## src/sv/plim_pkg.sv

```systemverilog
// shared types and codes for the priority inheritance lock
// used by plim_ctrl, plim_dpath, priority_inheritance_lock and tb_top; no dependencies
package plim_pkg;

  localparam int KIND_W   = 2;
  localparam int ID_W     = 4;
  localparam int PRIO_W   = 8;
  localparam int STATUS_W = 3;

  localparam logic [KIND_W-1:0] KIND_LOCK   = 2'd0;
  localparam logic [KIND_W-1:0] KIND_TRY    = 2'd1;
  localparam logic [KIND_W-1:0] KIND_UNLOCK = 2'd2;

  localparam logic [STATUS_W-1:0] STAT_GRANTED  = 3'd0;
  localparam logic [STATUS_W-1:0] STAT_QUEUED   = 3'd1;
  localparam logic [STATUS_W-1:0] STAT_REFUSED  = 3'd2;
  localparam logic [STATUS_W-1:0] STAT_RELEASED = 3'd3;
  localparam logic [STATUS_W-1:0] STAT_IGNORED  = 3'd4;

  typedef enum logic {
    ST_IDLE,
    ST_EXEC
  } ctrl_state_t;

  // commands from the controller to the datapath
  typedef struct packed {
    logic load;
    logic exec;
  } dp_cmd_t;

endpackage

```

## src/sv/priority_inheritance_lock.sv

```systemverilog
// top level of the priority inheritance lock with a priority-ordered wait queue
// depends on plim_pkg, plim_ctrl and plim_dpath
//
//   channel   handshake            payload
//   request   start && !busy       in_kind, in_task_id, in_task_priority
//   result    out_valid (1 cycle)  out_status, out_woken_*, out_owner_*, out_restored_*
//
// each request is latched in the idle state, then the exec state updates the lock state and
// the shift-register wait queue, which inserts or pops by shifting its entries
// the result strobe shows in the cycle after that, when busy is already low again
// synchronous active-low reset frees the lock and empties the queue
// the receiver cannot stall; results are never held back
module priority_inheritance_lock #(
  parameter int MAX_TASKS     = 16,
  parameter int PRIORITY_BITS = 8
) (
  input  logic                           clk,
  input  logic                           rst_n,
  input  logic                           start,
  output logic                           busy,
  input  logic [plim_pkg::KIND_W-1:0]    in_kind,
  input  logic [plim_pkg::ID_W-1:0]      in_task_id,
  input  logic [plim_pkg::PRIO_W-1:0]    in_task_priority,
  output logic                           out_valid,
  output logic [plim_pkg::STATUS_W-1:0]  out_status,
  output logic                           out_woken_valid,
  output logic [plim_pkg::ID_W-1:0]      out_woken_task,
  output logic                           out_owner_valid,
  output logic [plim_pkg::ID_W-1:0]      out_owner_task,
  output logic [plim_pkg::PRIO_W-1:0]    out_owner_priority,
  output logic                           out_restored_valid,
  output logic [plim_pkg::PRIO_W-1:0]    out_restored_priority
);
  import plim_pkg::*;

  dp_cmd_t cmd;

  plim_ctrl u_ctrl (
    .clk       (clk),
    .rst_n     (rst_n),
    .start     (start),
    .busy      (busy),
    .out_valid (out_valid),
    .cmd       (cmd)
  );

  plim_dpath #(
    .MAX_TASKS     (MAX_TASKS),
    .PRIORITY_BITS (PRIORITY_BITS)
  ) u_dpath (
    .clk                   (clk),
    .rst_n                 (rst_n),
    .cmd                   (cmd),
    .in_kind               (in_kind),
    .in_task_id            (in_task_id),
    .in_task_priority      (in_task_priority),
    .out_status            (out_status),
    .out_woken_valid       (out_woken_valid),
    .out_woken_task        (out_woken_task),
    .out_owner_valid       (out_owner_valid),
    .out_owner_task        (out_owner_task),
    .out_owner_priority    (out_owner_priority),
    .out_restored_valid    (out_restored_valid),
    .out_restored_priority (out_restored_priority)
  );

endmodule

```

## src/sv/plim_ctrl.sv

```systemverilog
// controller for the priority inheritance lock: request handshake and result strobe
// depends on plim_pkg
module plim_ctrl (
  input  logic              clk,
  input  logic              rst_n,
  input  logic              start,
  output logic              busy,
  output logic              out_valid,
  output plim_pkg::dp_cmd_t cmd
);
  import plim_pkg::*;

  ctrl_state_t state_r, state_nxt;
  logic        out_valid_r;

  always_comb begin
    state_nxt = state_r;
    unique case (state_r)
      ST_IDLE: begin
        if (start) begin
          state_nxt = ST_EXEC;
        end
      end
      ST_EXEC: begin
        state_nxt = ST_IDLE;
      end
    endcase
  end

  always_comb begin
    cmd.load = 1'b0;
    cmd.exec = 1'b0;
    busy     = 1'b0;
    unique case (state_r)
      ST_IDLE: begin
        cmd.load = start;
      end
      ST_EXEC: begin
        cmd.exec = 1'b1;
        busy     = 1'b1;
      end
    endcase
  end

  always_ff @(posedge clk) begin
    if (!rst_n) begin
      state_r     <= ST_IDLE;
      out_valid_r <= 1'b0;
    end else begin
      state_r     <= state_nxt;
      out_valid_r <= cmd.exec;
    end
  end

  assign out_valid = out_valid_r;

endmodule

```

## src/sv/plim_dpath.sv

```systemverilog
// datapath for the priority inheritance lock: owner state, sorted wait queue, result registers
// depends on plim_pkg
module plim_dpath #(
  parameter int MAX_TASKS     = 16,
  parameter int PRIORITY_BITS = 8
) (
  input  logic                           clk,
  input  logic                           rst_n,
  input  plim_pkg::dp_cmd_t              cmd,
  input  logic [plim_pkg::KIND_W-1:0]    in_kind,
  input  logic [plim_pkg::ID_W-1:0]      in_task_id,
  input  logic [plim_pkg::PRIO_W-1:0]    in_task_priority,
  output logic [plim_pkg::STATUS_W-1:0]  out_status,
  output logic                           out_woken_valid,
  output logic [plim_pkg::ID_W-1:0]      out_woken_task,
  output logic                           out_owner_valid,
  output logic [plim_pkg::ID_W-1:0]      out_owner_task,
  output logic [plim_pkg::PRIO_W-1:0]    out_owner_priority,
  output logic                           out_restored_valid,
  output logic [plim_pkg::PRIO_W-1:0]    out_restored_priority
);
  import plim_pkg::*;

  localparam int PW = PRIORITY_BITS;
  localparam int CW = $clog2(MAX_TASKS + 1);

  // latched request
  logic [KIND_W-1:0] req_kind_r;
  logic [ID_W-1:0]   req_id_r;
  logic [PW-1:0]     req_prio_r;

  // lock state
  logic          held_r, held_nxt;
  logic [ID_W-1:0] holder_r, holder_nxt;
  logic [PW-1:0] hprio_r, hprio_nxt;
  logic [PW-1:0] saved_r, saved_nxt;
  logic          boosted_r, boosted_nxt;
  logic [CW-1:0] count_r, count_nxt;

  // wait queue, sorted by priority, head at index 0
  logic [ID_W-1:0] wid_r   [MAX_TASKS];
  logic [PW-1:0]   wprio_r [MAX_TASKS];
  logic [MAX_TASKS-1:0] take;

  logic                ins_en, pop_en;
  logic [STATUS_W-1:0] status;
  logic                woken_valid, restored_valid;
  logic [ID_W-1:0]     woken_task;
  logic [PW-1:0]       restored_prio;
  logic                full;

  // slot k is at or behind the insert point
  always_comb begin
    for (int k = 0; k < MAX_TASKS; k++) begin
      take[k] = (CW'(k) >= count_r) || (wprio_r[k] > req_prio_r);
    end
  end

  assign full = (count_r == CW'(MAX_TASKS));

  always_comb begin
    held_nxt       = held_r;
    holder_nxt     = holder_r;
    hprio_nxt      = hprio_r;
    saved_nxt      = saved_r;
    boosted_nxt    = boosted_r;
    count_nxt      = count_r;
    ins_en         = 1'b0;
    pop_en         = 1'b0;
    status         = STAT_IGNORED;
    woken_valid    = 1'b0;
    woken_task     = '0;
    restored_valid = 1'b0;
    restored_prio  = '0;
    if (req_kind_r == KIND_LOCK || req_kind_r == KIND_TRY) begin
      priority if (!held_r) begin
        held_nxt   = 1'b1;
        holder_nxt = req_id_r;
        hprio_nxt  = req_prio_r;
        status     = STAT_GRANTED;
      end else if (req_kind_r == KIND_TRY || full) begin
        status = STAT_REFUSED;
      end else begin
        if (req_prio_r < hprio_r) begin
          // original priority is saved on the first boost only
          if (!boosted_r) begin
            saved_nxt   = hprio_r;
            boosted_nxt = 1'b1;
          end
          hprio_nxt = req_prio_r;
        end
        ins_en    = 1'b1;
        count_nxt = count_r + CW'(1);
        status    = STAT_QUEUED;
      end
    end else if (req_kind_r == KIND_UNLOCK) begin
      if (held_r && holder_r == req_id_r) begin
        if (count_r != '0) begin
          pop_en      = 1'b1;
          woken_valid = 1'b1;
          woken_task  = wid_r[0];
          count_nxt   = count_r - CW'(1);
        end
        if (boosted_r) begin
          restored_valid = 1'b1;
          restored_prio  = saved_r;
          hprio_nxt      = saved_r;
          boosted_nxt    = 1'b0;
        end
        held_nxt = 1'b0;
        status   = STAT_RELEASED;
      end
    end
  end

  always_ff @(posedge clk) begin
    if (cmd.load) begin
      req_kind_r <= in_kind;
      req_id_r   <= in_task_id;
      req_prio_r <= PW'(in_task_priority);
    end
  end

  always_ff @(posedge clk) begin
    if (!rst_n) begin
      held_r    <= 1'b0;
      holder_r  <= '0;
      hprio_r   <= '0;
      saved_r   <= '0;
      boosted_r <= 1'b0;
      count_r   <= '0;
    end else if (cmd.exec) begin
      held_r    <= held_nxt;
      holder_r  <= holder_nxt;
      hprio_r   <= hprio_nxt;
      saved_r   <= saved_nxt;
      boosted_r <= boosted_nxt;
      count_r   <= count_nxt;
    end
  end

  for (genvar k = 0; k < MAX_TASKS; k++) begin : g_slot
    logic first;
    if (k == 0) begin : g_head
      assign first = 1'b1;
    end else begin : g_body
      assign first = !take[k-1];
    end

    always_ff @(posedge clk) begin
      if (cmd.exec && ins_en && take[k]) begin
        if (first) begin
          wid_r[k]   <= req_id_r;
          wprio_r[k] <= req_prio_r;
        end else begin
          wid_r[k]   <= wid_r[(k == 0) ? 0 : k-1];
          wprio_r[k] <= wprio_r[(k == 0) ? 0 : k-1];
        end
      end else if (cmd.exec && pop_en && k < MAX_TASKS - 1) begin
        wid_r[k]   <= wid_r[(k < MAX_TASKS - 1) ? k+1 : k];
        wprio_r[k] <= wprio_r[(k < MAX_TASKS - 1) ? k+1 : k];
      end
    end
  end

  always_ff @(posedge clk) begin
    if (cmd.exec) begin
      out_status            <= status;
      out_woken_valid       <= woken_valid;
      out_woken_task        <= woken_task;
      out_owner_valid       <= held_nxt;
      out_owner_task        <= held_nxt ? holder_nxt : '0;
      out_owner_priority    <= held_nxt ? PRIO_W'(hprio_nxt) : '0;
      out_restored_valid    <= restored_valid;
      out_restored_priority <= PRIO_W'(restored_prio);
    end
  end

endmodule

```

## config.mk

```make
export PLATFORM = sky130hd
export DESIGN_NAME = priority_inheritance_lock
export DESIGN_NICKNAME = d
export VERILOG_FILES = /design/src/sv/plim_pkg.sv /design/src/sv/priority_inheritance_lock.sv /design/src/sv/plim_ctrl.sv /design/src/sv/plim_dpath.sv
export SDC_FILE = /design/constraint.sdc
export NUM_CORES = 1
export LEC_CHECK = 0
export BUFFER_PORTS_ARGS = -buffer_cell sky130_fd_sc_hd__buf_2
export CAP_MARGIN = 30
export CORE_ASPECT_RATIO = 0.5
export CORE_MARGIN = 2
export CORE_UTILIZATION = 45
export DETAILED_ROUTE_END_ITERATION = 8
export PLACE_DENSITY = 0.69
export SLEW_MARGIN = 20
export SYNTH_ARGS = -nofsm -noshare
export SYNTH_HDL_FRONTEND = slang
export SYNTH_SLANG_ARGS = --single-unit
```

## constraint.sdc

```tcl
create_clock -name clk -period 11.5 [get_ports clk]
set_input_delay 0.575 -clock clk [delete_from_list [all_inputs] [get_ports clk]]
set_output_delay 0.575 -clock clk [all_outputs]
set_load 0.01 [all_outputs]
```

== After elaboration in Yosys (flattened, before gate mapping) ==
Memory sizes are Yosys's and may differ from the RTL's.
Cells that the tools add are included.
Word-level totals
  memory bits (writable): 192
  memories: 2
  bits in registers: 73
  logic and storage cells: 401
Operators by class
  order comparisons: 33
  bitwise gates (word level): 66
  reductions and logical operators: 48
  multiplexer cells: 224
  $add $sub $neg: 2
  eq/ne operators: 7
Memories
  u_dpath.wprio_r: depth 16, width 8, read ports 16, clocked after memory_dff 0, wr ports 16, line plim_dpath.sv:42  | logic [PW-1:0] wprio_r [MAX_TASKS];
  u_dpath.wid_r: depth 16, width 4, read ports 16, clocked after memory_dff 0, wr ports 16, line plim_dpath.sv:41  | logic [ID_W-1:0] wid_r [MAX_TASKS];
Operators with widths (count)
  8-bit 2-to-1 mux: 37
  1-bit 2-to-1 mux: 143
  8-bit greater-than comparator: 16
  4-bit 2-to-1 mux: 32
  1-bit bitwise OR: 60
  4-bit by 5-bit greater-or-equal comparator with 1-bit output, first input constant: 8
  5-bit 2-to-1 mux: 6
  3-bit by 5-bit greater-or-equal comparator with 1-bit output, first input constant: 4
  1-bit logical AND: 19
  1-bit logical OR: 18
  3-bit 2-to-1 mux: 4
  6-bit AND reduction: 2
  1-bit by 5-bit greater-or-equal comparator with 1-bit output, first input constant: 2
  2-bit by 5-bit greater-or-equal comparator with 1-bit output, first input constant: 2
  8-bit less-than comparator: 1
  4-bit OR reduction: 2
  1-bit inverter: 6
  2-bit nonzero test: 3
  5-bit by 1-bit adder with 5-bit output, second input constant: 1
  5-bit equality test, second input constant: 1
  5-bit AND reduction: 1
  5-bit nonzero test: 1
  5-bit by 1-bit subtractor with 5-bit output, second input constant: 1
  4-bit equality test: 1
  8 further kinds: 9

== Logic depth before layout (Yosys ltp) ==
Gate-level depths: netlist of run 1.
  word-level depth: 11
  depth in mapped cells: 12
  mapped depth without buffers: 9

== Cells and area by module ==
A second synthesis of run 1 with hierarchy kept.
Unflattened totals
  cells, all modules: 1359
  area total of the unflattened synthesis: 15747.6 um^2
By module, submodules not included
  plim_dpath: instances 1, cells an instance 1352, area an instance 15666.3 um^2, seq. area each 7627.3 um^2
  plim_ctrl: instances 1, cells an instance 7, area an instance 81.3 um^2, seq. area each 40.0 um^2

== Worst setup path after synthesis of run 1 ==
OpenSTA, ideal clock, no wires.
  kind: reg2reg
  start: register u_ctrl.state_r
  end: memory u_dpath.wid_r[15][0], in the netlist u_dpath.wid_r[7][4], data pin
  cell stages (with the launch flop): 6
  path buffers: 1
  slack: 7.757 ns
  arrival: 3.483 ns
  period minus slack after synthesis: 3.743 ns
  cells stage by stage: dfxtp_1 nand4_1 a211oi_1 nor2b_1 buf_2 mux2_2
RTL lines
  from (decl): line plim_ctrl.sv:13  | ctrl_state_t state_r, state_nxt;
  from (signal assigned): line plim_ctrl.sv:50  | state_r <= state_nxt;
  to (decl): line plim_dpath.sv:41

==> results by group, run 1 <==
Finish
  – Nets: 1522
  – Fill count: 2861
  – Finished Core Util: 50.3%
  – Design Area, Final: 16600 um^2
  – Layout area overhead: 10.2%
  – Layout cells sized above 1: 10.8%
  – Antenna cells: 0

Die
  – Chip Width: 263 um
  – Initial core utilization: 45.7%
  – Die height: 133 um
  – Rows: 47
  – Die Area: 35000 um^2
  – Core Area: 33000 um^2
  – Ports: 49

Clock network
  – Clock sinks: 265
  – Latest clock arrival within the worst-skew pair: 0.56 ns
  – # Post-CTS Setup Buffers: 0
  – Clk root buf: clkbuf_16
  – Hold_buf cts: 0
  – Clock transition at path regs: 0.07 ns
  – Total CTS buffers: 26
  – Resize count post-CTS: 0
  – H-tree Lvls: 1
  – CTS tree: yes
  – Clk buf depth: 3

Global route
  – Antenna violations before repair: 0
  – Largest net degree at the start of global routing: 98
  – Remaining Overflow, GRT: 0
  – First-pass GRT wire length: 67400 um
  – All-Layer GR Usage: 25.0%
  – Vias in the first global route: 11300

Detailed routing
  – Final WL: 44200 um
  – DR vias: 11900
  – Vias/cell: 6.51
  – DRT Pass-1 Iters: 6
  – Drt first-iter violations: 1706
  – DRC: 0
  – Post-route ant nets: 0
  – WL per Instance: 24.2 um

Synthesis
  – Top cells by area, synth: edfxtp_1 (47%), ha_1 (12%), a22oi_1 (6.3%)
  – Top cell type's share of synthesized area: 47.0%
  – Synthesized area: 15100 um^2
  – Mapped Avg Cell Area: 11.3 um^2
  – Post-synth EDFFs: 236
  – Sequential share of the synthesized area: 50.9%
  – FFs w/ async S/R, synth: 0%
  – Top-count cell post-synth: edfxtp_1
  – Top post-synthesis cells by count: edfxtp_1 (236), ha_1 (140), o21ai_0 (132), a22oi_1 (126), nand2_1 (85)
  – Synth Flop Type: edfxtp_1
  – Yosys top cell by area: edfxtp_1
  – #FFs+latches synth: 265
  – Syn Nets: 1496
  – Post-Synthesis Cells: 1339
  – Synth warn: 0
  – Number of distinct library cells after synthesis: 66

Place
  – Dpl ws: 6.89 ns
  – HPWL Detailed: 31800 um
  – Final Wtd Congestion: 0.906
  – Placed standard-cell area: 15700 um^2
  – Port Buf Inserts: 48

Status
  – Status: completed

STA
  – Setup Total Neg Slack: 0 ns
  – Slew @ Worst Pin: 0.970 ns
  – Slew HR: 35.4%
  – Setup Viol. Count Final: 0
  – Setup Skew: 0.0151 ns
  – Slew Limit Fails: 0
  – Final setup margin: 7.18 ns
  – Fmax: 231 MHz
  – Final worst-path cycle share: 37.6%
  – Period minus WS final: 4.32 ns
  – RSZ-0062 raised after global routing: false
  – Fin. Hold Viols: 0

Setup path
  – Ordered list of cells on the worst path: inv_1 > ha_1 > nor2b_1 > o211ai_1 > a211o_1 > and2_1 > o22ai_1 > a21oi_1 > buf_4 > a221o_1
  – Critical Path End Type: flop
  – CP Data Required Time: 11.81 ns
  – Critical Path AT: 4.63 ns
  – CP peak stage delay: 0.74 ns
  – Worst r2r path cells: 10
  – Crit path kind: flop to flop
  – Slowest library cell on the worst path: o22ai_1
  – Startpoint types: flop
  – Critical path peak fanout: 20

Power
  – Power density over the cells: 126 nW/um^2
  – Total Power: 2090 uW
  – Leakage Power: 0.00586 uW
  – Peak supply drop: 100 uV

Run
  – # Max-Cap Violations: 0

Worst hold path
  – HP Class: input pin to flop
  – Hold path cells: 1
cells by family (layout without fill, tap and decap cells):
kind of cell / after synthesis / count (layout) / synth area share, %
AO/OA/AOI/OAI: 489 / 489 / 21.8
XOR/XNOR: 9 / 9 / 0.523
adder cells (fa/ha/maj): 140 / 140 / 11.6
buffers and inverters: 124 / 170 / 3.61
flip-flops: 265 / 265 / 50.9
multiplexers: 36 / 36 / 2.49
AND/OR/NAND/NOR: 276 / 276 / 9.05
worst paths after layout:
path,start,endpoint,slack [ns]
setup / recovery,u_dpath.req_prio_r[1],u_dpath.wprio_r[3][4],7.18
hold / removal,in_task_id[3],u_dpath.req_id_r[3],0.19
hold reg to reg,u_dpath.hprio_r[0],u_dpath.hprio_r[0],0.50
setup reg to reg,u_dpath.req_prio_r[1],u_dpath.wprio_r[3][4],7.18
sequential cells by signal (all words and copies together), names as in the netlist:
| signal | count |
|---|---|
| u_dpath.out_woken_task | 4 |
| u_dpath.req_id_r | 4 |
| u_dpath.holder_r | 4 |
| u_ctrl.out_valid | 1 |
| u_dpath.out_woken_valid | 1 |
| u_dpath.out_restored_valid | 1 |
| u_dpath.boosted_r | 1 |
| u_dpath.out_restored_priority | 8 |
| u_dpath.wid_r | 64 |
| u_dpath.req_prio_r | 8 |
| u_dpath.count_r | 5 |
| u_dpath.held_r | 1 |
| u_ctrl.state_r | 1 |
| u_dpath.saved_r | 8 |
| u_dpath.hprio_r | 8 |
| u_dpath.req_kind_r | 2 |
| u_dpath.out_owner_valid | 1 |
| u_dpath.wprio_r | 128 |
| u_dpath.out_status | 3 |
| u_dpath.out_owner_priority | 8 |
| u_dpath.out_owner_task | 4 |
critical path, delay by kind of cell (launching register included):
| family | cells | cell delay, ns |
|---|---|---|
| compound gates | 5 | 1.77 |
| buf+inv | 2 | 0.82 |
| flops | 1 | 0.66 |
| fa+ha+maj | 1 | 0.49 |
| simple gates | 2 | 0.32 |
report_power, final:
| group | internal (uW) | total [uW] | switching [uW] | leakage [uW] |
|---|---|---|---|---|
| combinational | 59.3 | 157 | 97.5 | 0.00308 |
| sequential | 1060 | 1080 | 14.9 | 0.00238 |
| clock | 473 | 860 | 386 | 0.000394 |
cells in the final DEF (no fill, tap or decap), types with 4 or more instances in the layout:
| cell | netlist | routed |
|---|---|---|
| edfxtp_1 | 236 | 236 |
| ha_1 | 140 | 140 |
| o21ai_0 | 132 | 130 |
| a22oi_1 | 126 | 126 |
| nand2_1 | 85 | 85 |
| a21oi_1 | 67 | 67 |
| nor2_1 | 63 | 58 |
| buf_2 | 47 | 49 |
| inv_1 | 44 | 44 |
| o31ai_1 | 34 | 34 |
| dfxtp_1 | 29 | 28 |
| clkbuf_16 | 0 | 27 |
| nand4_1 | 26 | 26 |
| mux2i_1 | 24 | 24 |
| a221o_1 | 23 | 23 |
| buf_4 | 3 | 23 |
| nor3_1 | 22 | 22 |
| and2_1 | 16 | 16 |
| a22o_1 | 15 | 15 |
| nor2b_1 | 15 | 14 |
| and3_1 | 14 | 14 |
| a21o_1 | 13 | 13 |
| mux2_2 | 12 | 12 |
| o211ai_1 | 11 | 11 |
| a211oi_1 | 11 | 10 |
| o21ai_1 | 9 | 10 |
| xnor2_1 | 9 | 9 |
| nand3_1 | 9 | 9 |
| o21a_1 | 9 | 9 |
| o221ai_1 | 7 | 7 |
| clkbuf_1 | 26 | 7 |
| nand2b_1 | 6 | 6 |
| nor2_2 | 1 | 6 |
| o31a_1 | 5 | 5 |
| or3_1 | 4 | 4 |
| clkinv_1 | 1 | 4 |
| clkinvlp_4 | 0 | 4 |
area by class of cell:
| class | count | area (um^2) | area share (%) |
|---|---|---|---|
| repair buffers | 77 | 498 | 3.00 |
| clock buffers | 37 | 743 | 4.48 |
| well taps | 441 | 552 | 3.32 |
| flip-flops and latches | 265 | 7670 | 46.2 |
| inverters | 45 | 169 | 1.02 |
| multi-input cells | 950 | 6880 | 41.4 |
| clock inverters | 11 | 90.1 | 0.543 |
metrics by stage:
stage               std cells  hold WS, ns
floorplan                1339        0.451
global placement         1770        0.472
detailed placement       1775        0.486
CTS                      1823        0.176
global route             1826        0.179
finish                   1826        0.193
per-layer routing:
metal	global-route usage, %	share of wire [%]	vias up
met4	5.59	1.8	0
met3	5.64	12	77
li1	-	-	5337
met2	37.2	43	731
met5	0	0	-
met1	37.1	44	5751
No activity file was read; power rests on OpenSTA's default activity.
==> run 2, diff against run 1 <==
- PLACE_DENSITY: 0.69 -> 0.71
- clock period: 11.5 -> 3.6 ns (I/O delays scaled with it)
==> run 2 against run 1 <==
Against the previous run: sequential power grew to 3.2 times the previous value; clock skew shrank 0.0023 ns; sequential share of layout area shrank 1.2 points; routed wire length grew 4.7%; die area is the same; critical path depth shrank 1; core utilization grew 1.4 points.
==> results by group, run 2 (synthesis gave the netlist of run 1 again) <==
Finish
  – Layout cells sized above 1: 12.6%
  – Antenna cells: 0
  – Most frequent cells in the layout: edfxtp_1 (236), ha_1 (140), o21ai_0 (132)
  – Commonest non-fill, non-tap cell in the layout: edfxtp_1
  – Reg with most FFs: u_dpath.wprio_r
  – Layout area overhead: 13.1%
  – Max reg flops: 128
  – Finished Core Util: 51.7%
  – Top Registers: u_dpath.wprio_r: 128 flops, u_dpath.wid_r: 64 flops
  – Nets: 1575

Global route
  – First-pass GRT wire length: 70500 um
  – Largest net degree at the start of global routing: 94
  – Vias in the first global route: 11900
  – Antenna violations before repair: 1
  – Remaining Overflow, GRT: 0
  – All-Layer GR Usage: 26.0%

Die
  – Rows: 47
  – Die Area: 35000 um^2
  – Die height: 133 um
  – Chip Width: 263 um
  – Ports: 49
  – Core Area: 33000 um^2
  – Initial core utilization: 45.7%

Power
  – Leakage Power: 0.00615 uW
  – Flop pwr share: 50.0%
  – Peak supply drop: 406 uV
  – P_int: 5220 uW
  – Switch share: 23.8%
  – Clock share of power: 41.5%
  – Psw: 1630 uW
  – Comb power frac: 8.5%
  – Power density over the cells: 402 nW/um^2

STA
  – Fin. Hold Viols: 0
  – Slew @ Worst Pin: 0.935 ns
  – Setup Total Neg Slack: 0 ns
  – Final setup margin: 0.389 ns
  – Slew HR: 37.0%
  – Final worst-path cycle share: 89.2%
  – Setup Skew: 0.0128 ns
  – Period minus WS final: 3.21 ns
  – Slew Limit Fails: 0
  – RSZ-0062 raised after global routing: false
  – Fmax: 311 MHz
  – Setup Viol. Count Final: 0

Detailed routing
  – Post-route ant nets: 0
  – DR vias: 12400
  – DRT Pass-1 Iters: 6
  – Vias/cell: 6.61
  – WL per Instance: 24.6 um
  – DRC: 0
  – Final WL: 46300 um
  – Drt first-iter violations: 1699

Setup path
  – CP Data Required Time: 3.90 ns
  – Startpoint types: flop
  – Critical Path AT: 3.52 ns
  – Critical path peak fanout: 12
  – Crit path kind: flop to flop
  – Critical Path End Type: flop

Worst hold path
  – HP Class: input pin to flop

Clock network
  – H-tree Lvls: 1
  – Clk root buf: clkbuf_16
  – Latest clock arrival within the worst-skew pair: 0.57 ns
  – CTS tree: yes
  – # Post-CTS Setup Buffers: 0
  – Total CTS buffers: 27
  – Clock sinks: 265
  – Clock transition at path regs: 0.07 ns
  – Clk buf depth: 3

Place
  – Dpl ws: 0.314 ns
  – Final Wtd Congestion: 0.998
  – Port Buf Inserts: 48
  – HPWL Detailed: 33700 um

Status
  – Status: completed

Run
  – # Max-Cap Violations: 0
## run 2: cell count changes in the layout (fill, tap and decap cells not counted), moves of 2 or more
cell,delta
clkinv_1,-2
nor2_2,-5
buf_12,+3
o21ai_0,+2
nor2_1,+5
clkbuf_8,+2
clkinvlp_4,-4
buf_8,-2
clkinv_2,+5
buf_4,+38
dlygate4sd3_1,+15
## run 2: metal layers
metal / up-vias / track usage (%) / share of wire [%]
met2: 792 / 39.1 / 43
met4: 2 / 8.08 / 3.1
met3: 129 / 6.51 / 13
met1: 6084 / 36.9 / 41
li1: 5421 / - / -
met5: - / 1.08 / 0.11
## run 2: worst max-delay path, cell delays in order, from the launching register on
cell	delay [ns]
edfxtp_1	0.39
inv_1	0.36
ha_1	0.25
nor2b_1	0.16
o211ai_1	0.11
a211o_1	0.29
and2_1	0.20
o22ai_1	0.42
a21oi_1	0.38
a221o_1	0.39
## run 2: worst paths after layout
kind / end / slack [ns] / cells after the start / from
max reg2reg: u_dpath.wid_r[1][6] / 0.39 / 9 / u_dpath.req_prio_r[1]
min reg2reg: u_dpath.hprio_r[0] / 0.49 / 2 / u_dpath.hprio_r[0]
min: u_dpath.req_prio_r[0] / 0.24 / 3 / start
max: u_dpath.wid_r[1][6] / 0.39 / 9 / u_dpath.req_prio_r[1]
## run 2: what timing repair did
item                      in CTS  in global routing
hold buffers                  15                  0
gates resized for setup        0                  0
hold endpoints to repair      20                  0
## run 2: metrics by stage
stage                     instance area, um^2  total power [uW]  instances  hold WS (ns)
after floorplan                         15100              3820       1339         0.279
after global placement                  16000              4010       1811         0.358
after detailed placement                16000              4040       1813         0.358
after CTS                               17000              6840       1878         0.229
after global routing                    17000              7020       1880         0.255
final                                   17000              6850       1880         0.240
## run 2: power by group through the flow
stage | Clock (uW) | Sequential [uW] | Combinational [uW]
2_1_floorplan | 0 | 3490 | 330
3_3_place_gp | 0 | 3490 | 521
3_5_place_dp | 0 | 3490 | 551
4_1_cts | 2850 | 3420 | 567
5_1_grt | 2960 | 3430 | 631
6_report | 2840 | 3420 | 582
## run 2: area by class of cell
class                           count  area (um^2)
Timing Repair Buffer              129          925
Clock buffer                       40          796
Sequential cell                   265         7670
Multi-Input combinational cell    950         6860
Inverter                           45          169
Fill cell                        2821        15900
Tap cell                          441          552
Clock inverter                     10         77.6
